==> src/rtl/substring_position_search_defines.svh <==
// Assertion macros for the substring position search RTL.
`ifndef SUBSTRING_POSITION_SEARCH_DEFINES_SVH
`define SUBSTRING_POSITION_SEARCH_DEFINES_SVH
`ifndef ASSERT_OFF
// Checked only while reset is released.
`define SPS_ASSERT(label, clk, rst_n, prop, msg) \
  label: assert property (@(posedge clk) disable iff (!rst_n) prop) else $error(msg);
// Checked at every edge, reset included.
`define SPS_ASSERT_ALWAYS(label, clk, prop, msg) \
  label: assert property (@(posedge clk) prop) else $error(msg);
`else
`define SPS_ASSERT(label, clk, rst_n, prop, msg)
`define SPS_ASSERT_ALWAYS(label, clk, prop, msg)
`endif
`endif

==> src/rtl/sps_pkg.sv <==
// Types and constants of the substring position search.
`timescale 1ns / 1ps
package sps_pkg;

  localparam int PATTERN_MAX = 64;
  localparam int TEXT_MAX    = 65535;

  localparam int LEN_W  = $clog2(PATTERN_MAX + 1);
  localparam int CNT_W  = $clog2(TEXT_MAX + 1);
  localparam int POS_W  = 16;
  localparam int CALC_W = ((CNT_W > POS_W) ? CNT_W : POS_W) + 1;

  typedef enum logic [1:0] {
    KIND_START   = 2'd0,
    KIND_PATTERN = 2'd1,
    KIND_TEXT    = 2'd2,
    KIND_END     = 2'd3
  } kind_t;

  typedef struct packed {
    logic clear;
    logic load;
    logic shift;
    logic last;
  } sps_cell_ctl_t;

endpackage

==> src/rtl/sps_cell.sv <==
// One cell of the match chain: a pattern byte and its partial match bit.
`timescale 1ns / 1ps
module sps_cell (
  input  logic                  clk,
  input  logic                  rst_n,
  input  sps_pkg::sps_cell_ctl_t ctl,
  input  logic [7:0]            data_byte,
  input  logic                  match_in,
  output logic                  match_out,
  output logic                  hit
);
  import sps_pkg::*;

  logic [7:0] pat_r;
  logic       match_r;
  logic       match_nxt;

  // The text seen so far ends in the pattern prefix up to this cell.
  assign match_nxt = match_in & (data_byte == pat_r);

  always_ff @(posedge clk) begin
    if (!rst_n) begin
      match_r <= 1'b0;
    end else if (ctl.clear) begin
      match_r <= 1'b0;
    end else if (ctl.shift) begin
      match_r <= match_nxt;
    end
  end

  always_ff @(posedge clk) begin
    if (ctl.load) begin
      pat_r <= data_byte;
    end
  end

  assign match_out = match_r;
  assign hit       = ctl.shift & ctl.last & match_nxt;

endmodule

==> src/rtl/substring_position_search.sv <==
// Top level of the substring position search: control, counters and the cell chain.
// A result is registered in the output register, or in the second while it is stalled.
// Throughput: one word per cycle when not stalled; every cell takes a text word at once.
// The input stalls only while two results wait: one on a stalled output, one behind it.
// Reset (synchronous, active low) clears counters, flags and the chain match bits;
// pattern bytes in the cells are not reset, and only the last pattern cell drives a hit.
`timescale 1ns / 1ps
`include "substring_position_search_defines.svh"
module substring_position_search (
  input  logic        clk,
  input  logic        rst_n,
  input  logic        in_valid,
  output logic        in_stall,
  input  logic [1:0]  in_kind,
  input  logic [7:0]  in_data_byte,
  output logic        out_valid,
  input  logic        out_stall,
  output logic [15:0] out_position,
  output logic        out_overflow
);
  import sps_pkg::*;

  logic             in_acc;
  logic [LEN_W-1:0] pattern_len_r, pattern_len_nxt;
  logic [CNT_W-1:0] text_count_r, text_count_nxt;
  logic [POS_W-1:0] match_pos_r, match_pos_nxt;
  logic             match_found_r, match_found_nxt;
  logic             overflow_r, overflow_nxt;
  logic             pattern_over_r, pattern_over_nxt;
  logic             out_valid_r, out_valid_nxt;
  logic [POS_W-1:0] out_position_r;
  logic             out_overflow_r;
  logic             skid_valid_r, skid_valid_nxt;
  logic [POS_W-1:0] skid_position_r;
  logic             skid_overflow_r;
  logic             out_free;
  logic             out_load_new, out_load_skid, skid_load;
  logic             do_clear, do_load, do_shift, do_end;
  logic [POS_W-1:0] report_pos;
  logic [CALC_W-1:0] new_pos;
  logic [PATTERN_MAX-1:0] hit_vec;
  logic [PATTERN_MAX:0]   chain;

  assign in_stall = skid_valid_r;
  assign in_acc   = in_valid & ~in_stall;

  always_comb begin
    do_clear         = 1'b0;
    do_load          = 1'b0;
    do_shift         = 1'b0;
    do_end           = 1'b0;
    pattern_len_nxt  = pattern_len_r;
    text_count_nxt   = text_count_r;
    overflow_nxt     = overflow_r;
    pattern_over_nxt = pattern_over_r;
    if (in_acc) begin
      case (kind_t'(in_kind))
        KIND_START: begin
          do_clear         = 1'b1;
          pattern_len_nxt  = '0;
          text_count_nxt   = '0;
          overflow_nxt     = 1'b0;
          pattern_over_nxt = 1'b0;
        end
        KIND_PATTERN: begin
          if (text_count_r == '0) begin
            if (pattern_len_r == LEN_W'(PATTERN_MAX)) begin
              overflow_nxt     = 1'b1;
              pattern_over_nxt = 1'b1;
            end else begin
              do_load         = 1'b1;
              pattern_len_nxt = pattern_len_r + LEN_W'(1);
            end
          end
        end
        KIND_TEXT: begin
          if (text_count_r == CNT_W'(TEXT_MAX)) begin
            overflow_nxt = 1'b1;
          end else begin
            do_shift       = 1'b1;
            text_count_nxt = text_count_r + CNT_W'(1);
          end
        end
        KIND_END: begin
          do_end = 1'b1;
        end
        default: begin
          do_end = 1'b0;
        end
      endcase
    end
  end

  // Cell i takes the next pattern byte and is the last cell when the pattern is i+1 long.
  assign chain[0] = 1'b1;
  for (genvar i = 0; i < PATTERN_MAX; i++) begin : g_cell
    sps_cell_ctl_t ctl;
    assign ctl.clear = do_clear;
    assign ctl.load  = do_load & (pattern_len_r == LEN_W'(i));
    assign ctl.shift = do_shift;
    assign ctl.last  = (pattern_len_r == LEN_W'(i + 1));
    sps_cell u_cell (
      .clk       (clk),
      .rst_n     (rst_n),
      .ctl       (ctl),
      .data_byte (in_data_byte),
      .match_in  (chain[i]),
      .match_out (chain[i+1]),
      .hit       (hit_vec[i])
    );
  end

  assign new_pos = CALC_W'(text_count_nxt) + CALC_W'(1) - CALC_W'(pattern_len_r);

  always_comb begin
    match_found_nxt = match_found_r;
    match_pos_nxt   = match_pos_r;
    if (do_clear) begin
      match_found_nxt = 1'b0;
      match_pos_nxt   = '0;
    end else if (!match_found_r && !pattern_over_r && (|hit_vec)) begin
      match_found_nxt = 1'b1;
      match_pos_nxt   = new_pos[POS_W-1:0];
    end
  end

  always_comb begin
    if (pattern_over_r) begin
      report_pos = '0;
    end else if (pattern_len_r == '0) begin
      report_pos = POS_W'(1);
    end else if (match_found_r) begin
      report_pos = match_pos_r;
    end else begin
      report_pos = '0;
    end
  end

  // The second result register only fills while the output register waits on a stall.
  assign out_free = ~out_valid_r | ~out_stall;

  always_comb begin
    out_load_new   = do_end & out_free;
    skid_load      = do_end & ~out_free;
    out_load_skid  = skid_valid_r & out_free;
    out_valid_nxt  = out_valid_r;
    skid_valid_nxt = skid_valid_r;
    if (out_load_new || out_load_skid) begin
      out_valid_nxt = 1'b1;
    end else if (out_free) begin
      out_valid_nxt = 1'b0;
    end
    if (skid_load) begin
      skid_valid_nxt = 1'b1;
    end else if (out_load_skid) begin
      skid_valid_nxt = 1'b0;
    end
  end

  always_ff @(posedge clk) begin
    if (!rst_n) begin
      pattern_len_r  <= '0;
      text_count_r   <= '0;
      match_pos_r    <= '0;
      match_found_r  <= 1'b0;
      overflow_r     <= 1'b0;
      pattern_over_r <= 1'b0;
      out_valid_r    <= 1'b0;
      skid_valid_r   <= 1'b0;
    end else begin
      pattern_len_r  <= pattern_len_nxt;
      text_count_r   <= text_count_nxt;
      match_pos_r    <= match_pos_nxt;
      match_found_r  <= match_found_nxt;
      overflow_r     <= overflow_nxt;
      pattern_over_r <= pattern_over_nxt;
      out_valid_r    <= out_valid_nxt;
      skid_valid_r   <= skid_valid_nxt;
    end
  end

  always_ff @(posedge clk) begin
    if (out_load_skid) begin
      out_position_r <= skid_position_r;
      out_overflow_r <= skid_overflow_r;
    end else if (out_load_new) begin
      out_position_r <= report_pos;
      out_overflow_r <= overflow_r;
    end
    if (skid_load) begin
      skid_position_r <= report_pos;
      skid_overflow_r <= overflow_r;
    end
  end

  assign out_valid    = out_valid_r;
  assign out_position = out_position_r;
  assign out_overflow = out_overflow_r;

  `SPS_ASSERT_ALWAYS(a_match_needs_pattern, clk,
    match_found_r |-> (!pattern_over_r && pattern_len_r != '0), "match latched without a valid pattern")
  `SPS_ASSERT_ALWAYS(a_match_within_text, clk,
    match_found_r |-> (CALC_W'(text_count_r) >= CALC_W'(pattern_len_r)), "match latched before enough text")
  `SPS_ASSERT(a_match_after_text, clk, rst_n,
    $rose(match_found_r) |-> $past(do_shift), "match latched without a text word")
  `SPS_ASSERT(a_pattern_locked, clk, rst_n,
    (text_count_r != '0) |-> $stable(pattern_len_r), "pattern changed after text started")
  `SPS_ASSERT(a_skid_behind_out, clk, rst_n,
    skid_valid_r |-> out_valid_r, "second result held without a first")

endmodule

==> config.mk <==
export PLATFORM = sky130hd
export DESIGN_NAME = substring_position_search
export DESIGN_NICKNAME = d
export VERILOG_FILES = /design/src/rtl/sps_pkg.sv /design/src/rtl/sps_cell.sv /design/src/rtl/substring_position_search.sv
export VERILOG_INCLUDE_DIRS = /design/src /design/src/rtl
export SDC_FILE = /design/constraint.sdc
export NUM_CORES = 1
export LEC_CHECK = 0
export BUFFER_PORTS_ARGS = -buffer_cell sky130_fd_sc_hd__buf_2
export CORE_ASPECT_RATIO = 1.2
export CORE_MARGIN = 3
export CORE_UTILIZATION = 63
export DETAILED_ROUTE_END_ITERATION = 12
export PLACE_DENSITY = 0.86
export SLEW_MARGIN = 20
export SYNTH_ARGS = -nofsm -noshare
export SYNTH_HDL_FRONTEND = slang
export SYNTH_SLANG_ARGS = --single-unit
==> constraint.sdc <==
create_clock -name clk -period 5.31 [get_ports clk]
set_input_delay 1.062 -clock clk [delete_from_list [all_inputs] [get_ports clk]]
set_output_delay 1.062 -clock clk [all_outputs]
set_load 0.1 [all_outputs]
Yosys cells after proc, flatten, opt, wreduce, memory -nomap -nowiden

Cells that the tools add are included.

Register bits after elaboration: 653
Bits in latches: 0
RAM bits: 0
Memory bits (read-only): 0
Bits of input ports: 14
Memories kept: 0

Add/sub/neg operators: 4
Multipliers: 0
Divide/modulo/power cells: 0
$lt $le $gt $ge: 0
Equal/unequal tests: 136
Shift operators: 0
Muxes and demuxes: 33
Bitwise logic cells: 265
Reduce and logical (&&, ||, !) cells: 18

Operator list:

| kind                    | count |
|---|---|
| $eq A8 B8 Y1            | 64 |
| $and A1 B1 Y1           | 259 |
| $eq A7 B6 Y1 const B    | 32 |
| $eq A7 B5 Y1 const B    | 16 |
| $mux W16                | 7 |
| $reduce_or A64 Y1       | 1 |
| $eq A7 B4 Y1 const B    | 8 |
| $add A16 B1 Y16 const B | 2 |
| $pmux W16 S2            | 1 |
| $eq A7 B3 Y1 const B    | 4 |
| $mux W1                 | 20 |
| $eq A16 B16 Y1 const B  | 1 |
| $logic_not A16 Y1       | 1 |
| $sub A16 B7 Y16         | 1 |
| $eq A7 B2 Y1 const B    | 2 |
| $mux W7                 | 2 |
| $pmux W7 S2             | 1 |
| $reduce_and A4 Y1       | 2 |
| $reduce_bool A2 Y1      | 4 |
| $add A7 B1 Y7 const B   | 1 |
| $eq A7 B1 Y1 const B    | 1 |
| $eq A7 B7 Y1 const B    | 1 |
| $logic_not A7 Y1        | 1 |
| $ne A2 B2 Y1 const B    | 3 |
| 14 further kinds        | 21 |

Longest topological paths before layout

Word-level depth: 8
Mapped depth: 21

Cells and area by module

A second synthesis with hierarchy kept.

Cell total of the unflattened synthesis: 2241
Area total of the unflattened synthesis: 29998.8 um^2

Modules (own cells, without submodules):

| module                    | times used | cells an instance | area each (um^2) | sequential area each (um^2) |
|---|---|---|---|---|
| sps_cell                  | 64         | 25                | 386.6            | 260.2 |
| substring_position_search | 1          | 641               | 5255.0           | 1901.8 |

Worst setup path before layout

Ideal clock, no wire load.

Path kind: input -> register
Start point: in in_valid
End point: reg match_pos_r[15]
Library setup time: 79 ps
Data arrival time: 4809 ps
Required time: 5231 ps
Path slack: 421 ps
Stages on the path: 20
Path through: nor2b_1 > nand2_1 > nor2_1 > clkbuf_1 > nand2_1 > o21ai_0 > nand2_1 > ha_1 > inv_1 > ha_1 > fa_1 > a211oi_1 > o21a_1 > nor3_1 > and4_1 > nor2_1 > a211oi_1 > a31o_2 > xnor2_1 > a211oi_2

Longest elaborated chain between the ends: 6
Elaborated cells on any way between the ends: 137
Those cells by class: 2 x add/sub; 3 x mux; 129 x bitwise; 3 x reduce/logical

Ends and longest elaborated chain:

| element                                                 | RTL line                         | source |
|---|---|---|
| start: declaration                                      | substring_position_search.sv:12  | `input logic in_valid,` |
| $and A1 B1 Y1 *                                         | substring_position_search.sv:45  | `assign in_acc = in_valid & ~in_stall;` |
| branches (longest 5 deep; another with $add A16 B1 Y16) | n/a                              |  |
| end signal: assignment                                  | substring_position_search.sv:173 | `match_pos_r <= match_pos_nxt;` |
| end: declaration                                        | substring_position_search.sv:26  | `logic [POS_W-1:0] match_pos_r, match_pos_nxt;` |

Every way passes the cells marked *.
A chain may end at the register's enable or synchronous reset.

Final worst setup path

Start point: in in_valid
End point: reg match_pos_r[15]

Elaborated cells on any way between the ends: 137
Those cells by class: 2 x add/sub; 3 x mux; 129 x bitwise; 3 x reduce/logical

RTL lines:

| element               | RTL line                         | source |
|---|---|---|
| $and A1 B1 Y1         | substring_position_search.sv:45  |  |
| $mux W16              | substring_position_search.sv:56  | `if (in_acc) begin` |
| net text_count_nxt[3] | substring_position_search.sv:25  | `logic [CNT_W-1:0] text_count_r, text_count_nxt;` |
| $add A16 B1 Y16       | substring_position_search.sv:113 | `assign new_pos = CALC_W'(text_count_nxt) + CALC_W'(1) - CALC_W'(pattern_len_r);` |
| $sub A16 B7 Y16       | substring_position_search.sv:113 |  |

The timed path passes the listed nets, and every way through them passes these cells.

==> results by group <==
Synthesis
  – Register area share after synthesis: 63.8%
  – Yosys top cell area share: 56.4%
  – EDFF count, synth: 546
  – Avg Inst Size Synth: 13.2 um^2
  – Mapped cell area: 29,000 um^2
  – Area contributors post-synth: edfxtp_1 (56%), xnor2_1 (15%), dfxtp_1 (7.4%)
  – Post-Synthesis Cells: 2,195
  – Ys Warns: 0
  – Cell taking the most area after synthesis: edfxtp_1
  – Flop and latch count out of synthesis: 653
  – Synth Flop Type: edfxtp_1
  – Synth Net Count: 2,242
  – Yosys cell types: 65
  – Asr flop ratio synth: 0%

Hold path
  – WHS Endpoint: match_pos_r[4]
  – Worst min path class: flip-flop to flip-flop
  – Hold Startpoint: match_pos_r[4]
  – Hold Crit Depth: 2

Clock tree
  – Clk root buf: clkbuf_16
  – CTS buffer count: 59
  – CTS clk-pin slew, worst paths: 60 ps
  – Post-cts repair resize count: 0
  – H-tree depth: 2
  – Sink Count: 653
  – CTS tree: done
  – CTS max path bufs: 3
  – Setup bufs post-CTS: 0
  – Clk Latency, worst-skew pair: 620 ps
  – Hold buffers post-CTS: 0

Drt
  – DR WL/cell: 23.1 um
  – 1st-iter DRT viols: 1,771
  – DR vias/cell: 6.19
  – Pre-Repair DR Iteration Count: 9
  – Routed WL: 68.3 mm
  – Antenna-violating nets left: 0
  – Via count: 18,300
  – Number of remaining DRC errors: 0

STA
  – FMAX: 213 MHz
  – Hold Violations, Final: 0
  – Pins Over Slew Limit: 0
  – Period minus WS final: 4700 ps
  – Final setup violation count: 0
  – Least-Margin Pin Slew: 1140 ps
  – Setup tns final: 0 ps
  – Final period utilization: 88.5%
  – Unrepaired setup endpoints after global routing: no
  – Slew HR: 23.3%
  – Final Skew: 20.7 ps

Critical path
  – Buffers & Inverters on Critical Path: 2
  – Crit path launch type: input pin
  – Required @ worst endpoint: 5820 ps
  – Crit path DAT: 5220 ps
  – Slowest CP cell: nor2b_1
  – CP top delay family: simple AND/OR/NAND/NOR gates
  – Crit Path Max Fanout: 14
  – FF-to-FF path depth: 19
  – RR Startpoint: text_count_r[0]
  – R2r setup slk: 730 ps
  – CP Cell Sequence: buf_2 > nor2b_1 > nand2_1 > nor2_2 > buf_4 > nand4_1 > o21ai_0 > ha_1 > ha_1 > a211oi_1 > o21a_1 > nor3_1 > and4_1 > nor2_1 > a211oi_1 > a31o_2 > xnor2_1 > a211oi_2
  – Worst stage delay on the critical path: 450 ps
  – Reg2Reg Capture Point: match_pos_r[15]
  – Crit Path Category: input pin to flip-flop
  – CP endpoint kind: flip-flop

Cells and area
  – Post-layout instance count excluding filler cells: 2,955
  – Diodes inserted: 0
  – Core Util, Final: 71.6%
  – P&R area growth vs syn: 11.4%
  – Share of cells above drive strength 1: 11.8%
  – NumNets Final: 2,342

Power and ir drop
  – Max IR drop VDD: 0.261 mV
  – P per Cell Area: 323 nW/um^2
  – Leak: 0.00996 uW

Placement
  – Detail Placement HPWL: 42.8 mm
  – I/O Buffers: 32
  – Placed insts: 2,843
  – Routability cong.: 0.913

Floorplan
  – Initial Utilization: 64.3%
  – Die W: 202 um
  – Die height: 241 um
  – # IOs: 33
  – Core area: 45,200 um^2
  – Die area: 48,700 um^2
  – Row cnt: 85

Status
  – Status: completed

Global route
  – Initial antenna violation count: 0
  – First-pass GRT wire length: 106 mm
  – Largest net degree at the start of global routing: 99
  – Vias in the first global route: 18,700
  – GR Overflow Total: 0
  – Total GRT Usage: 28.1%

Run
  – Total of max-cap violations: 0
## cells in the final DEF, fill, tap and decap left out, types with 75 or more instances in the layout
cell type,instances
edfxtp_1,546
nand2_1,168
nor4_1,77
nand4_1,75
nor2_1,145
nand3_1,87
buf_4,89
xnor2_1,513
dfxtp_1,107
a21oi_1,80
## cells by family after synthesis
family / count (synthesis) / share of synthesized area [%]
XOR/XNOR: 533 / 16.1
multiplexers: 37 / 1.35
AO/OA/AOI/OAI: 142 / 3.08
AND/OR/NAND/NOR: 672 / 11.6
buffers and inverters: 125 / 2.64
flip-flops: 653 / 63.8
adder cells (fa/ha/maj): 33 / 1.45
## tightest hold or removal path, cell delays in order (launching register included)
cell and delay, ps:
dfxtp_1 310, nand2_1 60, o21ai_1 50
## routing by layer
metal	vias to the layer above	share of wire [%]	track usage (%)	routed length (um)
li1	8095	-	-	-
met1	8972	37	35.1	25100
met2	964	49	47.4	33200
met3	255	8.5	4.37	5790
met4	0	6.1	16.3	4200
met5	-	0	0	0
## worst max path at each step
stage	start	depth (start not counted)	slack [ps]	endpoint
6_report	in_valid	18	610	match_pos_r[15]
3_5_place_dp	in_valid	18	100	match_pos_r[15]
4_1_cts	in_valid	18	690	match_pos_r[15]
3_3_place_gp	in_valid	18	270	match_pos_r[15]
2_1_floorplan	in_valid	20	420	match_pos_r[15]
5_1_grt	in_valid	18	280	match_pos_r[15]
## through the flow
stage          power [uW]  hold WS, ps  worst slack [ps]  area [um^2]
6_report            10500          458               609        32400
5_1_grt             10700          472               277        32400
4_1_cts             10500          464               691        32400
3_5_place_dp         6220          452              95.1        30400
3_3_place_gp         6200          434               267        30400
2_1_floorplan        6030          424               421        29000
## cell type report
class,instances,area [um^2]
clock buffer,73,1580
clock inverter,39,405
fill,2745,12800
inverter,27,101
multi-input combinational,1417,9780
sequential,653,18500
tap,609,762
timing repair buffer,137,1200
## flip-flops by register name (all words and copies together) (netlist names)
register,cells
out_valid,1
in_stall,1
out_overflow,1
skid_position_r,16
g_cell.u_cell.match_out,63
g_cell.u_cell.pat_r,512
skid_overflow_r,1
pattern_len_r,7
out_position,16
text_count_r,16
pattern_over_r,1
match_found_r,1
match_pos_r,16
overflow_r,1
## power by group
| group | total [uW] | internal, uW | switching [uW] |
|---|---|---|---|
| Clock | 4340 | 2460 | 1880 |
| Combinational | 575 | 199 | 375 |
| Sequential | 5550 | 5540 | 3.85 |
## synthesized netlist by cell type (29+ instances only)
master    instances
nand2_1         170
clkbuf_1         29
nor3_1           38
ha_1             32
a21oi_1          80
buf_4            35
nand4_1          75
nor2_1          146
dfxtp_1         107
edfxtp_1        546
xnor2_1         513
nand3_1          87
nor4_1           77
Note: power is estimated with default switching activity, not from simulation.
